File: src/rtl/gb5_pkg.sv
// ----------------------------------------------------------------------------
// gb5_pkg
// Shared types, constants and kernel weights of the 5x5 Gaussian blur.
// ----------------------------------------------------------------------------
package gb5_pkg;

  localparam int PIX_W       = 24;
  localparam int NTAP        = 5;
  localparam int NSLOT       = 4;
  localparam int NCH         = 3;
  localparam int PART_W      = 15;
  localparam int SUM_W       = 17;
  localparam int PROD_W      = 34;
  localparam int RECIP_SHIFT = 25;

  // ceil(2^25 / 273); exact truncating divide for sums below 273 * 256
  localparam logic [SUM_W-1:0] RECIP = 17'd122911;

  localparam logic [11:0] WIDTH_RST  = 12'd640;
  localparam logic [11:0] HEIGHT_RST = 12'd480;

  localparam logic REG_WIDTH  = 1'b0;
  localparam logic REG_HEIGHT = 1'b1;

  typedef logic [PIX_W-1:0]                 pix_t;
  typedef logic [NTAP-1:0][PIX_W-1:0]       pix_col_t;
  typedef logic [NSLOT-1:0][PIX_W-1:0]      slot_row_t;
  typedef logic [NCH-1:0][PART_W-1:0]       part_t;
  typedef logic [NTAP-1:0][NCH-1:0][PART_W-1:0] part_row_t;
  typedef logic [NCH-1:0][7:0]              chan_t;

  typedef struct packed {
    logic shift;
    logic calc;
  } cell_ctl_t;

  typedef struct packed {
    logic ld_sum;
    logic ld_prod;
  } div_ctl_t;

  typedef struct packed {
    logic [10:0] ccol;
    logic [11:0] crow;
  } pos_t;

  // kernel weight at window column c, row r (0..4)
  function automatic logic [5:0] gb5_weight(input logic [2:0] c, input logic [2:0] r);
    logic [1:0] dc;
    logic [1:0] dr;
    logic [5:0] w;
    dc = (c >= 3'd2) ? 2'(c - 3'd2) : 2'(3'd2 - c);
    dr = (r >= 3'd2) ? 2'(r - 3'd2) : 2'(3'd2 - r);
    case ({dc, dr})
      4'b0000:          w = 6'd41;
      4'b0001, 4'b0100: w = 6'd26;
      4'b0010, 4'b1000: w = 6'd7;
      4'b0101:          w = 6'd16;
      4'b0110, 4'b1001: w = 6'd4;
      4'b1010:          w = 6'd1;
      default:          w = 6'd0;
    endcase
    return w;
  endfunction

endpackage

File: src/rtl/gb5_cell.sv
// ----------------------------------------------------------------------------
// gb5_cell
// One window column: holds five pixels, passes them left on each shift and
// registers its weighted column sum per channel.
// ----------------------------------------------------------------------------
module gb5_cell import gb5_pkg::*; #(
  parameter int POS = 0
) (
  input  logic      clk_i,
  input  cell_ctl_t ctl_i,
  input  pix_col_t  col_i,
  output pix_col_t  col_o,
  output part_t     part_o
);

  pix_col_t col_q;
  part_t    part_q;
  part_t    part_d;

  always_comb begin
    part_d = '0;
    for (int ch = 0; ch < NCH; ch++) begin
      for (int r = 0; r < NTAP; r++) begin
        part_d[ch] = part_d[ch]
                   + PART_W'(gb5_weight(3'(POS), 3'(r))) * PART_W'(col_q[r][8*ch +: 8]);
      end
    end
  end

  always_ff @(posedge clk_i) begin
    if (ctl_i.shift) begin
      col_q <= col_i;
    end
    if (ctl_i.calc) begin
      part_q <= part_d;
    end
  end

  assign col_o  = col_q;
  assign part_o = part_q;

endmodule

File: config.mk
export PLATFORM = sky130hd
export DESIGN_NAME = gb5_cell
export DESIGN_NICKNAME = d
export VERILOG_FILES = /design/src/rtl/gb5_pkg.sv /design/src/rtl/gb5_cell.sv
export SDC_FILE = /design/constraint.sdc
export NUM_CORES = 1
export LEC_CHECK = 0
export BUFFER_PORTS_ARGS = -buffer_cell sky130_fd_sc_hd__buf_2
export CAP_MARGIN = 20
export CORE_MARGIN = 2
export CORE_UTILIZATION = 33
export CTS_CLUSTER_DIAMETER = 60
export DETAILED_ROUTE_END_ITERATION = 12
export SLEW_MARGIN = 15
export SYNTH_ARGS = -nofsm -noshare
export SYNTH_HDL_FRONTEND = slang
export SYNTH_SLANG_ARGS = --single-unit
File: constraint.sdc
create_clock -name clk_i -period 10.4 [get_ports clk_i]
set_input_delay 1.04 -clock clk_i [delete_from_list [all_inputs] [get_ports clk_i]]
set_output_delay 1.04 -clock clk_i [all_outputs]
set_load 0.03 [all_outputs]
# --- Word level (Yosys, flattened, before mapping) ---
# Index checks and enable logic that the tools add are counted.
op_classes:
  n_addsub: 12
  mul: 3
ops:
  columns: ["op", "count"]
  rows:
  - ["adder 13 x 8 -> 14 bit", 3]
  - ["adder 12 x 10 -> 13 bit", 3]
  - ["adder 11 x 11 -> 12 bit", 3]
  - ["adder 8 x 10 -> 11 bit", 3]
  - ["multiplier 3 x 8 -> 11 bit (first input constant)", 3]
totals:
  register_bits: 165
  in_bits: 123
  out_inout_bits: 165
  word_cells: 23

# --- Logic depth before layout (Yosys ltp) ---
logic_depth:
  depth_word: 4
  ltp_mapped: 16
  depth_no_buf: 16

# --- Least setup slack after synthesis ---
# No wires, ideal clock.
synth_timing:
  kind: "flip-flop to flip-flop"
  from: "reg col_q, in the netlist col_o[65]"
  to: "reg part_q, in the netlist part_o[41], data pin"
  setup_time_ps: 263
  arrival_ps: 3960
  required_ps: 10137
  slack_ps: 6178
  path_stages_with_launch: 17
  n_path_buf: 0
  period_less_slack_ps: 4222
  path_cell_list: "edfxtp_1 inv_1 fa_1 inv_1 fa_1 fa_1 inv_1 fa_1 inv_1 ha_1 inv_1 fa_1 nor2b_4 o2111ai_2 nand3_2 o41ai_2 xnor2_1"
synth_rtl:
  columns: ["element", "line", "text"]
  rows:
  - ["start, declared", "gb5_cell.sv:16", "pix_col_t col_q;"]
  - ["start signal, assigned", "gb5_cell.sv:32", "col_q <= col_i;"]
  - ["end signal, assigned", "gb5_cell.sv:35", "part_q <= part_d;"]
  - ["end, declared", "gb5_cell.sv:17", "part_t part_q;"]

==> qor.txt <==
CTS tree -> yes
Cells after Synth -> 642
Most frequent cells after synthesis -> inv_1, edfxtp_1, fa_1
Reg2Reg Depth -> 13
Starting Density -> 33.41%
Yosys top cell area share -> 51.59%
Hold Path Origin -> col_o[114]
Post-synth EDFFs -> 159
Avg Cell Area, Syn -> 14.42 sq um
Sink Count -> 159
Crit path capture type -> flip-flop
Final nets -> 1242
Final clock skew -> 0.01020 ns
I/O pins -> 288
Slowest cell on crit path -> fa_1
Cell with the most instances after synthesis -> inv_1
Fin cells -> 1333
Crit path cell chain -> inv_1, fa_1, inv_1, fa_1, fa_1, inv_1, fa_1, inv_1, ha_1, a21o_1, a21oi_1, o21ai_0, xor2_1
Worst slew pin tran -> 0.9500 ns
Worst hold slack -> 0.6568 ns
Die extent in y -> 171.5 um
Sequential area share after synthesis -> 51.59%
Status -> complete, no violations
Syn. warnings -> 0
Slew Limit Fails -> 0
Reg2reg start -> col_o[58]
WP data required -> 10.55 ns
Main flop type after synthesis -> edfxtp_1
Maximum clock frequency -> 236.7 MHz
Drt total wl -> 18.55 mm
DR pass1 iterations -> 4
Clk root buf -> clkbuf_16
Antenna-violating nets left -> 0
Hold path cells -> 1
Hpwl dp -> 15.14 mm
Worst Path Arrival -> 4.38 ns
Crit Path Category -> flip-flop to flip-flop
Cell area after synthesis -> 9255 sq um
Placed cell areas -> 11120 sq um
Count of cell types in the netlist -> 34
Gr ovfl total -> 0
Die X -> 171.5 um
Number of cell rows -> 61
First-pass GRT wire length -> 28.89 mm
Startpoint Class -> flip-flop
Placer congestion estimate -> 0.7214
Yosys top cell by area -> edfxtp_1
Area Overhead vs Synth -> 26.82%
DP Worst Slack -> 6.200 ns
Leakage -> 5.638 nW
Hold crit path type -> flip-flop to flip-flop
Clock Tree Buf Depth -> 2
Post-CTS Hold Fix Bufs -> 0
Starting DRT DRC Count -> 208
Port Buffer Count -> 281
Final worst-path cycle share -> 40.62%
Setup_tns -> 0 ns
Die ar. -> 29400 sq um
CTS H-Tree Depth -> 4
Vias in the first global route -> 5780
Capturing point of the worst reg2reg path -> part_o[25]
Final instance area -> 11740 sq um
Largest cells by area after synthesis -> edfxtp_1, fa_1, ha_1
Post-route setup slack -> 6.175 ns
Filler cell count -> 2573
GRT Overall Usage -> 13.09%
Via count -> 5493
Fin. Hold Viols -> 0
Via/cell ratio -> 4.121
Post-synth ARST share -> 0%
Dpl cells -> 1301
Worst skew pair latency -> 0.42 ns
Rel. slew slack -> 36.67%
Peak VDD IR -> 142.5 uV
Max-cap viol count -> 0
Setup bufs post-CTS -> 0
Final setup viols -> 0
Wire per inst -> 13.92 um
Crit path buffers/inverters -> 4
Initial antenna violation count -> 4
CTS Buf Count -> 17
Antenna fix cells -> 0
CTS clk-pin slew, worst paths -> 0.06 ns
# resized after CTS -> 0
Core outline area -> 27710 sq um
Fin crit period -> 4.225 ns
Post-route DRC -> 0
Largest delay share family, worst path -> adder cells
Worst-path maximum fanout -> 3
Worst reg2reg setup slack -> 6.18 ns
Worst Hold End -> part_o[32]
Worst setup path start -> col_o[58]
Layout cells sized above 1 -> 33.61%
Power Density -> 315.7 nW/um^2
#FFs+latches synth -> 159
CP max stage delay -> 0.55 ns
RSZ-0062 raised after global routing -> false
Pin count of the biggest net entering global routing -> 65
## routing by layer
metal	routed length [um]	vias up	GRT usage (%)
li1	-	2629	-
met1	7174	2635	14.72
met2	9223	199	22.51
met3	1894	22	5.821
met4	206	8	3.648
met5	52	-	0
## metrics by stage
| stage | util, % | total power (W) |
|---|---|---|
| after floorplan | - | 0.002596 |
| after global placement | 40.13 | 0.003045 |
| after detailed placement | 40.13 | 0.003092 |
| after CTS | 42.37 | 0.003772 |
| after global routing | 42.37 | 0.004064 |
| final | 42.37 | 0.003705 |
## worst register-to-register path: cells and delay by family (launching register included)
kind                     cells  cell delay [ns]
AO/OA/AOI/OAI                3             0.69
adder cells (fa/ha/maj)      5             2.42
flip-flops                   1             0.39
XOR/XNOR                     1             0.18
buffers and inverters        4             0.28
## flip-flops by register name (all words and copies together) (netlist names)
signal,flops
part_o,39
col_o,120
## area by class of cell
cell class                      count  area (sq um)  area share, %
Clock buffer                       18         429.2          3.656
Inverter                          195         732.0          6.236
Sequential cell                   159          4775          40.68
Multi-Input combinational cell    287          3722          31.71
Timing Repair Buffer              282          1416          12.07
Tap cell                          378         473.0          4.029
Clock inverter                     14         190.2          1.620
## logic make-up after synthesis
logic type | share of synthesized area [%]
buffers and inverters | 8.395
adder cells (fa/ha/maj) | 32.69
flip-flops | 51.59
AND/OR/NAND/NOR | 2.501
AO/OA/AOI/OAI | 2.893
XOR/XNOR | 1.893
other | 0.04052
## placed cells by master, fill, tap and decap left out, types with 2 or more instances in the layout
cell type / n
xnor2_1: 14
a21oi_1: 10
or2_2: 4
o21a_1: 4
nand2_1: 8
ha_1: 69
nor3_1: 4
o21ai_0: 6
clkinvlp_4: 3
nor2_1: 13
nand3_1: 8
clkinv_4: 2
fa_1: 108
buf_2: 280
and2_1: 2
inv_6: 2
edfxtp_1: 159
xor2_1: 6
bufinv_16: 4
a21o_1: 5
conb_1: 6
clkinv_1: 2
inv_1: 195
buf_4: 2
clkbuf_16: 17
nor2b_1: 3
o21bai_1: 3
## how the worst max path moves through the flow
stage	depth (start not counted)	slack, ns	endpoint
floorplan	16	6.18	part_o[41]
global placement	16	6.29	part_o[41]
detailed placement	15	6.20	part_o[26]
CTS	15	6.15	part_o[26]
global route	15	5.94	part_o[26]
finish	13	6.18	part_o[25]
## report_power, final
group,switching [W],internal (W),leakage [nW]
logic,0.00121,0.000841,3.79
registers,0.0000447,0.000948,1.56
clock network,0.000258,0.000402,0.292
total,0.00151,0.00219,5.64
Power figures use the tool's default switching activity.
