==> src/rtl/gb5_pkg.sv <==
// ----------------------------------------------------------------------------
// gb5_pkg
// Shared types, constants and kernel weights of the 5x5 Gaussian blur.
// ----------------------------------------------------------------------------
package gb5_pkg;

  localparam int PIX_W       = 24;
  localparam int NTAP        = 5;
  localparam int NSLOT       = 4;
  localparam int NCH         = 3;
  localparam int PART_W      = 15;
  localparam int SUM_W       = 17;
  localparam int PROD_W      = 34;
  localparam int RECIP_SHIFT = 25;

  // ceil(2^25 / 273); exact truncating divide for sums below 273 * 256
  localparam logic [SUM_W-1:0] RECIP = 17'd122911;

  localparam logic [11:0] WIDTH_RST  = 12'd640;
  localparam logic [11:0] HEIGHT_RST = 12'd480;

  localparam logic REG_WIDTH  = 1'b0;
  localparam logic REG_HEIGHT = 1'b1;

  typedef logic [PIX_W-1:0]                 pix_t;
  typedef logic [NTAP-1:0][PIX_W-1:0]       pix_col_t;
  typedef logic [NSLOT-1:0][PIX_W-1:0]      slot_row_t;
  typedef logic [NCH-1:0][PART_W-1:0]       part_t;
  typedef logic [NTAP-1:0][NCH-1:0][PART_W-1:0] part_row_t;
  typedef logic [NCH-1:0][7:0]              chan_t;

  typedef struct packed {
    logic shift;
    logic calc;
  } cell_ctl_t;

  typedef struct packed {
    logic ld_sum;
    logic ld_prod;
  } div_ctl_t;

  typedef struct packed {
    logic [10:0] ccol;
    logic [11:0] crow;
  } pos_t;

  // kernel weight at window column c, row r (0..4)
  function automatic logic [5:0] gb5_weight(input logic [2:0] c, input logic [2:0] r);
    logic [1:0] dc;
    logic [1:0] dr;
    logic [5:0] w;
    dc = (c >= 3'd2) ? 2'(c - 3'd2) : 2'(3'd2 - c);
    dr = (r >= 3'd2) ? 2'(r - 3'd2) : 2'(3'd2 - r);
    case ({dc, dr})
      4'b0000:          w = 6'd41;
      4'b0001, 4'b0100: w = 6'd26;
      4'b0010, 4'b1000: w = 6'd7;
      4'b0101:          w = 6'd16;
      4'b0110, 4'b1001: w = 6'd4;
      4'b1010:          w = 6'd1;
      default:          w = 6'd0;
    endcase
    return w;
  endfunction

endpackage

==> src/rtl/gb5_div.sv <==
// ----------------------------------------------------------------------------
// gb5_div
// Adds the five column sums per channel, then divides by 273 through a
// reciprocal multiply.
// ----------------------------------------------------------------------------
module gb5_div import gb5_pkg::*; (
  input  logic      clk_i,
  input  div_ctl_t  ctl_i,
  input  part_row_t parts_i,
  output chan_t     quo_o
);

  logic [NCH-1:0][SUM_W-1:0]  sum_d;
  logic [NCH-1:0][SUM_W-1:0]  sum_q;
  logic [NCH-1:0][PROD_W-1:0] prod_q;

  always_comb begin
    sum_d = '0;
    for (int ch = 0; ch < NCH; ch++) begin
      for (int c = 0; c < NTAP; c++) begin
        sum_d[ch] = sum_d[ch] + SUM_W'(parts_i[c][ch]);
      end
    end
  end

  always_ff @(posedge clk_i) begin
    if (ctl_i.ld_sum) begin
      sum_q <= sum_d;
    end
    if (ctl_i.ld_prod) begin
      for (int ch = 0; ch < NCH; ch++) begin
        prod_q[ch] <= PROD_W'(sum_q[ch]) * PROD_W'(RECIP);
      end
    end
  end

  always_comb begin
    for (int ch = 0; ch < NCH; ch++) begin
      quo_o[ch] = prod_q[ch][RECIP_SHIFT +: 8];
    end
  end

endmodule

==> config.mk <==
export PLATFORM = sky130hd
export DESIGN_NAME = gb5_div
export DESIGN_NICKNAME = d
export VERILOG_FILES = /design/src/rtl/gb5_pkg.sv /design/src/rtl/gb5_div.sv
export SDC_FILE = /design/constraint.sdc
export NUM_CORES = 1
export LEC_CHECK = 0
export BUFFER_PORTS_ARGS = -buffer_cell sky130_fd_sc_hd__buf_2
export CORE_MARGIN = 8
export CORE_UTILIZATION = 50
export DETAILED_ROUTE_END_ITERATION = 10
export PLACE_DENSITY_LB_ADDON = 0.08
export SYNTH_ARGS = -nofsm -noshare
export SYNTH_HDL_FRONTEND = slang
export SYNTH_SLANG_ARGS = --single-unit
==> constraint.sdc <==
create_clock -name clk_i -period 11.2 [get_ports clk_i]
set_clock_uncertainty 0.1 [all_clocks]
set_input_delay 2.8 -clock clk_i [delete_from_list [all_inputs] [get_ports clk_i]]
set_output_delay 2.8 -clock clk_i [all_outputs]
set_load 0.02 [all_outputs]
Word-level counts from Yosys, hierarchy flattened
Cells that the tools add are included.
{"block": "word_totals", "mem_bits_rw": 0, "wordCells": 21, "in_bits": 228, "rom_bits": 0, "reg_bits": 150, "memories": 0, "latch_bits": 0, "out_inout_bits": 24}
{"block": "op_classes", "n_reduce_logical": 0, "order_cmp": 0, "n_shift": 0, "mux": 0, "n_bitwise": 0, "n_div": 0, "n_eq_ne": 0, "multipliers": 3, "addsub": 12}
{"op": "17-bit by 15-bit adder with 17-bit output", "count": 6}
{"op": "17-bit by 17-bit multiplier with 33-bit output (second input constant)", "count": 3}
{"op": "16-bit by 15-bit adder with 17-bit output", "count": 3}
{"op": "15-bit by 15-bit adder with 16-bit output", "count": 3}

Depth between registers and ports, before layout
Gate-level depths: netlist of run 1.
{"block": "logic_depth", "depth_word": 4, "ltp_mapped": 21, "mapped_depth_nobuf": 21}

Least setup slack after synthesis of run 1
OpenSTA, ideal clock, no wires.
{"block": "synth_timing", "path_type": "input port to flip-flop", "from": "input parts_i[31] (netlist name)", "to": "register sum_q[49] (netlist name) (data pin)", "path_buffers": 0, "t_arrival_ns": 6.007, "path_slack_ns": 4.815, "setup_ns": 0.279, "stages": 16, "cell_sequence": "fa_1 -> fa_1 -> inv_1 -> fa_1 -> inv_1 -> ha_1 -> inv_1 -> fa_1 -> nor2b_1 -> o21ai_0 -> a21boi_1 -> o21ai_1 -> a21o_1 -> and2_1 -> o21ai_1 -> o311ai_1"}
{"element": "from (decl)", "line": "gb5_div.sv:9", "rtl": "input part_row_t parts_i,"}
{"element": "to (signal assigned)", "line": "gb5_div.sv:28", "rtl": "sum_q <= sum_d;"}
{"element": "to (decl)", "line": "gb5_div.sv:14", "rtl": "logic [NCH-1:0][SUM_W-1:0] sum_q;"}

==> results_dict.tcl, run 1 <==
set metrics [dict create \
    core_area_sq_um 36700 \
    first_global_vias 13870 \
    seq_area_sq_um 2252 \
    endpoint_kind "flip-flop" \
    cts_root_buf "clkbuf_16" \
    pin_count 252 \
    async_flop_share 0 \
    die_h_um 209.2 \
    grt.overflow.total 0 \
    dr.first_iter.drc_count 368 \
    antenna_found_initial 0 \
    fin_tns_setup_ps 0 \
    syn_area_sq_um 18660 \
    clockBufferDepth 2 \
    status "complete, no violations" \
    gp_congestion 0.8575 \
    netlist_instances 1678 \
    yosysWarnings 0 \
    maxCapViolations 0 \
    final-hold-violation-count 0 \
    clk-insertion-delay-late_ps 350 \
    min_path_type "flip-flop to flip-flop" \
    vias 12150 \
    synth_fp_nets 2659 \
    grt_first_pass_wirelength_mm 64.80 \
    critPathLaunchType "input pin" \
    tightest_slew_ps 669.2 \
    worstPathMaxFanout 4 \
    io_buffers 251 \
    drive_gt1_frac 0.1418 \
    grt_max_degree 52 \
    vias_per_cell 5.034 \
    post_cts_buffers 0 \
    critPathArrivalTime_ps 6450 \
    htreeDepth 3 \
    cts_tree "done" \
    worstSetupPathType "input pin to flip-flop" \
    grt_usage 0.1802 \
    cts.clk_slew.worst_paths_ps 60 \
    drv_slew 0 \
    cts-buffers-inserted 9 \
    synth_edf_count 75 \
    syn_to_final_growth_pct 11.69 \
    post-route-min-period_ps 6451 \
    rows 70 \
    wl_per_cell_um 15.62 \
    finalSetupViolations 0 \
    synth_flop_cell "edfxtp_1" \
    whs_ps 1330 \
    drcViolationCount 0 \
    die_x_um 209.2 \
    finalWirelength_mm 37.70 \
    required_ps 11200 \
    max_freq_mhz 155.0 \
    synth_area_per_cell_sq_um 11.12 \
    ys_ff_latch 75 \
    synth_cell_type_count 54 \
    grt_setup_unrepaired "no" \
    maxSlewHeadroom 0.5539 \
    cts_resized 0 \
    dp_hpwl_mm 35.22 \
    dieArea_sq_um 43760 \
    ant_nets 0 \
    multi_input_area_sq_um 14870 \
    antennaDiodeCount 0 \
    start_util 0.5086 \
    fin_crit_sh 0.5760 \
    hold_buffers 0 \
    cts.sinks 75 \
    ys_seq_area_frac 0.1207 \
    drt_first_pass_iters 6 \
    n_fill_cell 3272 \
    fin_nets 2922 \
]
==> worst max-delay path, cell delays in order <==
cell and delay, ps:
buf_2 110, fa_1 550, fa_1 440, fa_1 490, ha_1 300, a21o_1 180, a21o_1 200, a21oi_1 210
o211ai_1 210, a2111oi_0 550, o21bai_1 140, a21oi_1 190, xnor2_1 80
==> final cells by class <==
class                   count  share of cell area
clock inverters             7            0.005102
flip-flops and latches     75              0.1080
repair buffers            252             0.06063
inverters                 410             0.07383
well taps                 468             0.02809
multi-input cells        1193              0.7135
clock buffers               9             0.01080
==> placed cells by master (no fill, tap or decap), types with 3 or more instances in the layout <==
cell type	instances
a21oi_1	54
a21o_1	42
buf_2	251
o21a_1	7
nor3_1	15
o21ai_1	12
bufinv_16	3
nor2_1	42
or3_1	3
edfxtp_1	75
o211ai_1	7
o21ai_0	25
nand4_1	8
inv_1	410
clkbuf_16	9
or2_1	5
a31oi_1	5
a211o_1	4
nand3_1	8
o21bai_1	6
ha_1	414
a211oi_1	9
o2111ai_1	5
xnor2_1	48
nor2b_1	7
clkinv_1	3
xor2_1	26
a2111oi_0	7
and2_1	7
o31ai_1	3
and3_1	7
nand2b_1	11
nand2_1	34
fa_1	339
==> logic make-up after synthesis <==
logic type	Yosys count	synth area share
DFF	75	0.1207
buffers and inverters	410	0.08246
xor gates and xnor gates	74	0.03473
and+or+nand+nor	157	0.04224
adders and majority gates	753	0.6412
AOI/OAI and AO/OA	209	0.07871
==> synth_stat cells (all sizes together), types with 7 or more instances <==
library cell / count / area, sq um
edfxtp: 75 / 2252
nand2b: 11 / 68.82
a211oi: 9 / 67.56
nor3: 15 / 75.07
nand2: 34 / 127.6
o211ai: 7 / 52.55
inv: 410 / 1539
a21o: 42 / 315.3
and2: 7 / 43.79
o21ai: 37 / 185.2
o21a: 7 / 52.55
fa: 339 / 6787
xor2: 26 / 227.7
a2111oi: 9 / 116.4
nor2: 42 / 157.7
xnor2: 48 / 420.4
a21oi: 55 / 279.0
nand4: 8 / 50.05
and3: 7 / 43.79
nand3: 8 / 40.04
ha: 414 / 5180
nor2b: 7 / 43.79
==> state kept, by name (all words and copies together), names as in the netlist <==
name	count
quo_o	24
sum_q	51
==> metrics by stage <==
stage	instance area, sq um	std cells	setup slack, ps	util
after floorplan	18660	1678	4815	-
after global routing	20840	2414	4503	0.5680
after CTS	20840	2414	4751	0.5680
final	20840	2414	4749	0.5680
after global placement	20510	2398	4541	0.5590
after detailed placement	20510	2398	4406	0.5590
==> routing by layer <==
metal | up-vias | share of wire | GRT usage
met1 | 5901 | 0.44 | 0.2272
met4 | 0 | 0.013 | 0.03815
met2 | 200 | 0.50 | 0.3184
met5 | - | 0 | 0
met3 | 29 | 0.043 | 0.03382
li1 | 6021 | - | -
==> path summary, 6_finish.rpt <==
kind                from   endpoint  slack, ps  cells past startpoint
min reg2reg    sum_q[33]  quo_o[15]       1330                      5
max reg2reg    sum_q[37]  quo_o[23]       5200                     21
min            sum_q[33]  quo_o[15]       1330                      5
max          parts_i[32]  sum_q[50]       4750                     13
Power of run 1 is left out: the tool's default activity adds up to more than one toggle a clock period on the data nets, which glitch-free logic cannot reach.
==> run 2, diff against run 1 <==
ABC_AREA = 1   (was default)
clock period = 6.11 ns   (was 11.2 ns; I/O delays follow)
==> results_dict.tcl, run 2 <==
set metrics [dict create \
    status "complete, no violations" \
    grt_max_degree 52 \
    finalSetupViolations 0 \
    die_x_um 218.9 \
    synth.most_common_cell "inv_1" \
    post-route-min-period_ps 5342 \
    netlist_instances 2255 \
    ant_nets 0 \
    vias_per_cell 5.092 \
    drt_first_pass_iters 8 \
    critPathLaunchType "flip-flop" \
    drive_gt1_frac 0.1138 \
    final-hold-violation-count 0 \
    crit_chain "fa_1 -> xor2_1 -> ha_1 -> ha_1 -> inv_1 -> fa_1 -> inv_1 -> fa_1 -> inv_1 -> fa_1 -> inv_1 -> ha_1 -> nand2_1 -> o21ai_0 -> nand2_1 -> a21oi_1 -> nor2_1 -> nand3_1 -> nand2_1" \
    synth_flop_cell "edfxtp_1" \
    max_freq_mhz 187.2 \
    fin_crit_sh 0.8743 \
    cts_tree "done" \
    final_common_cell "inv_1" \
    core_area_sq_um 40740 \
    ys_seq_area_frac 0.1094 \
    critPathArrivalTime_ps 5360 \
    clockBufferDepth 2 \
    worstRegToRegCells 19 \
    holdPathStages 5 \
    cts-buffers-inserted 9 \
    netlist_top_cells_area "fa_1 33%, ha_1 25%, edfxtp_1 11%" \
    fin_nets 3499 \
    grt_setup_unrepaired "no" \
    ys_ff_latch 75 \
    antenna_found_initial 0 \
    synth_edf_count 75 \
    post_cts_buffers 0 \
    cts.clk_slew.worst_paths_ps 60 \
    mostFrequentLayoutCells "517 x inv_1, 414 x ha_1, 339 x fa_1" \
    synth_cell_type_count 33 \
    grt_first_pass_wirelength_mm 81.25 \
    drcViolationCount 0 \
    cpPeakStageDelay_ps 610 \
    cts_resized 0 \
    synth_fp_nets 3236 \
    grt.overflow.total 0 \
    maxSlewHeadroom 0.5419 \
    synth_top_cell_by_area "fa_1" \
    cts_root_buf "clkbuf_16" \
    whs_ps 1305 \
    top_register "sum_q" \
    syn_area_sq_um 20580 \
    worstSetupPathType "flip-flop to flip-flop" \
    pin_count 252 \
    io_buffers 251 \
    synth_area_per_cell_sq_um 9.128 \
    wl_per_cell_um 15.65 \
    crit_cells 19 \
    slowest_stage "fa_1" \
    cp_top_family "adder cells" \
    cts.sinks 75 \
    cp_num_buf_inv 4 \
    rows 74 \
    n_fill_cell 3811 \
    ys_top_cells_by_count "517 x inv_1, 414 x ha_1, 339 x fa_1" \
    grt_usage 0.2096 \
    finalWirelength_mm 47.82 \
    dr.first_iter.drc_count 624 \
    htreeDepth 3 \
    required_ps 6120 \
    fin_tns_setup_ps 0 \
    antennaDiodeCount 0 \
    min_path_type "flip-flop to flip-flop" \
    dp_hpwl_mm 44.43 \
    die_h_um 218.9 \
    gp_congestion 0.9378 \
    endpoint_kind "flip-flop" \
    yosysWarnings 0 \
    synth_top_cell_area_share 0.3297 \
    largest_register_ffs 51 \
    maxCapViolations 0 \
    worstPathMaxFanout 7 \
    async_flop_share 0 \
    dieArea_sq_um 47920 \
    drv_slew 0 \
    clk-insertion-delay-late_ps 370 \
    first_global_vias 16800 \
    start_util 0.5053 \
    syn_to_final_growth_pct 11.00 \
    vias 15560 \
    hold_buffers 0 \
    tightest_slew_ps 687.1 \
]
[run 2: kinds of logic (layout without fill, tap and decap cells)]
logic type / count (synthesis) / count (layout) / synth area share
xor+xnor: 57 / 57 / 0.02425
fa+ha+maj: 753 / 753 / 0.5814
compound gates: 250 / 250 / 0.06778
flops: 75 / 75 / 0.1094
simple gates: 601 / 601 / 0.1225
buf+inv: 519 / 787 / 0.09464
[run 2: final cells by class]
cell class,count,area [sq um],share of cell area
clock buffers,12,236.5,0.01035
inverters,519,1948,0.08526
well taps,532,665.6,0.02913
repair buffers,252,1264,0.05531
multi-input cells,1661,16380,0.7170
flip-flops and latches,75,2252,0.09857
clock inverters,4,98.84,0.004326
[run 2: final timing paths]
kind,from,to,slack (ps)
worst max-delay path,sum_q[19],quo_o[13],770
worst min-delay path,sum_q[33],quo_o[15],1310
worst max register to register,sum_q[19],quo_o[13],770
worst min register to register,sum_q[33],quo_o[15],1310
[run 2: per-layer routing]
| layer | track usage | vias up | wire [um] |
|---|---|---|---|
| met1 | 0.2787 | 7518 | 21860 |
| met2 | 0.3597 | 273 | 23400 |
| met4 | 0.04181 | 0 | 714 |
| met5 | 0 | - | 0 |
| met3 | 0.03318 | 44 | 1839 |
| li1 | - | 7721 | - |
[run 2: metrics by stage]
stage	area [sq um]	util	instances	worst slack [ps]
2_1_floorplan	20580	-	2255	1344
3_3_place_gp	22510	0.5526	3039	834.1
3_5_place_dp	22510	0.5526	3039	761.7
4_1_cts	22850	0.5608	3055	749.6
5_1_grt	22850	0.5608	3055	514.4
6_report	22850	0.5608	3055	768.3
[run 2: worst min-delay path, delay by kind of cell (launching register included)]
kind                     cells  cell delay, ps
XOR/XNOR                     2             250
AND/OR/NAND/NOR              2             130
adder cells (fa/ha/maj)      1             260
flip-flops                   1             600
Power of run 2 is left out for the same reason.
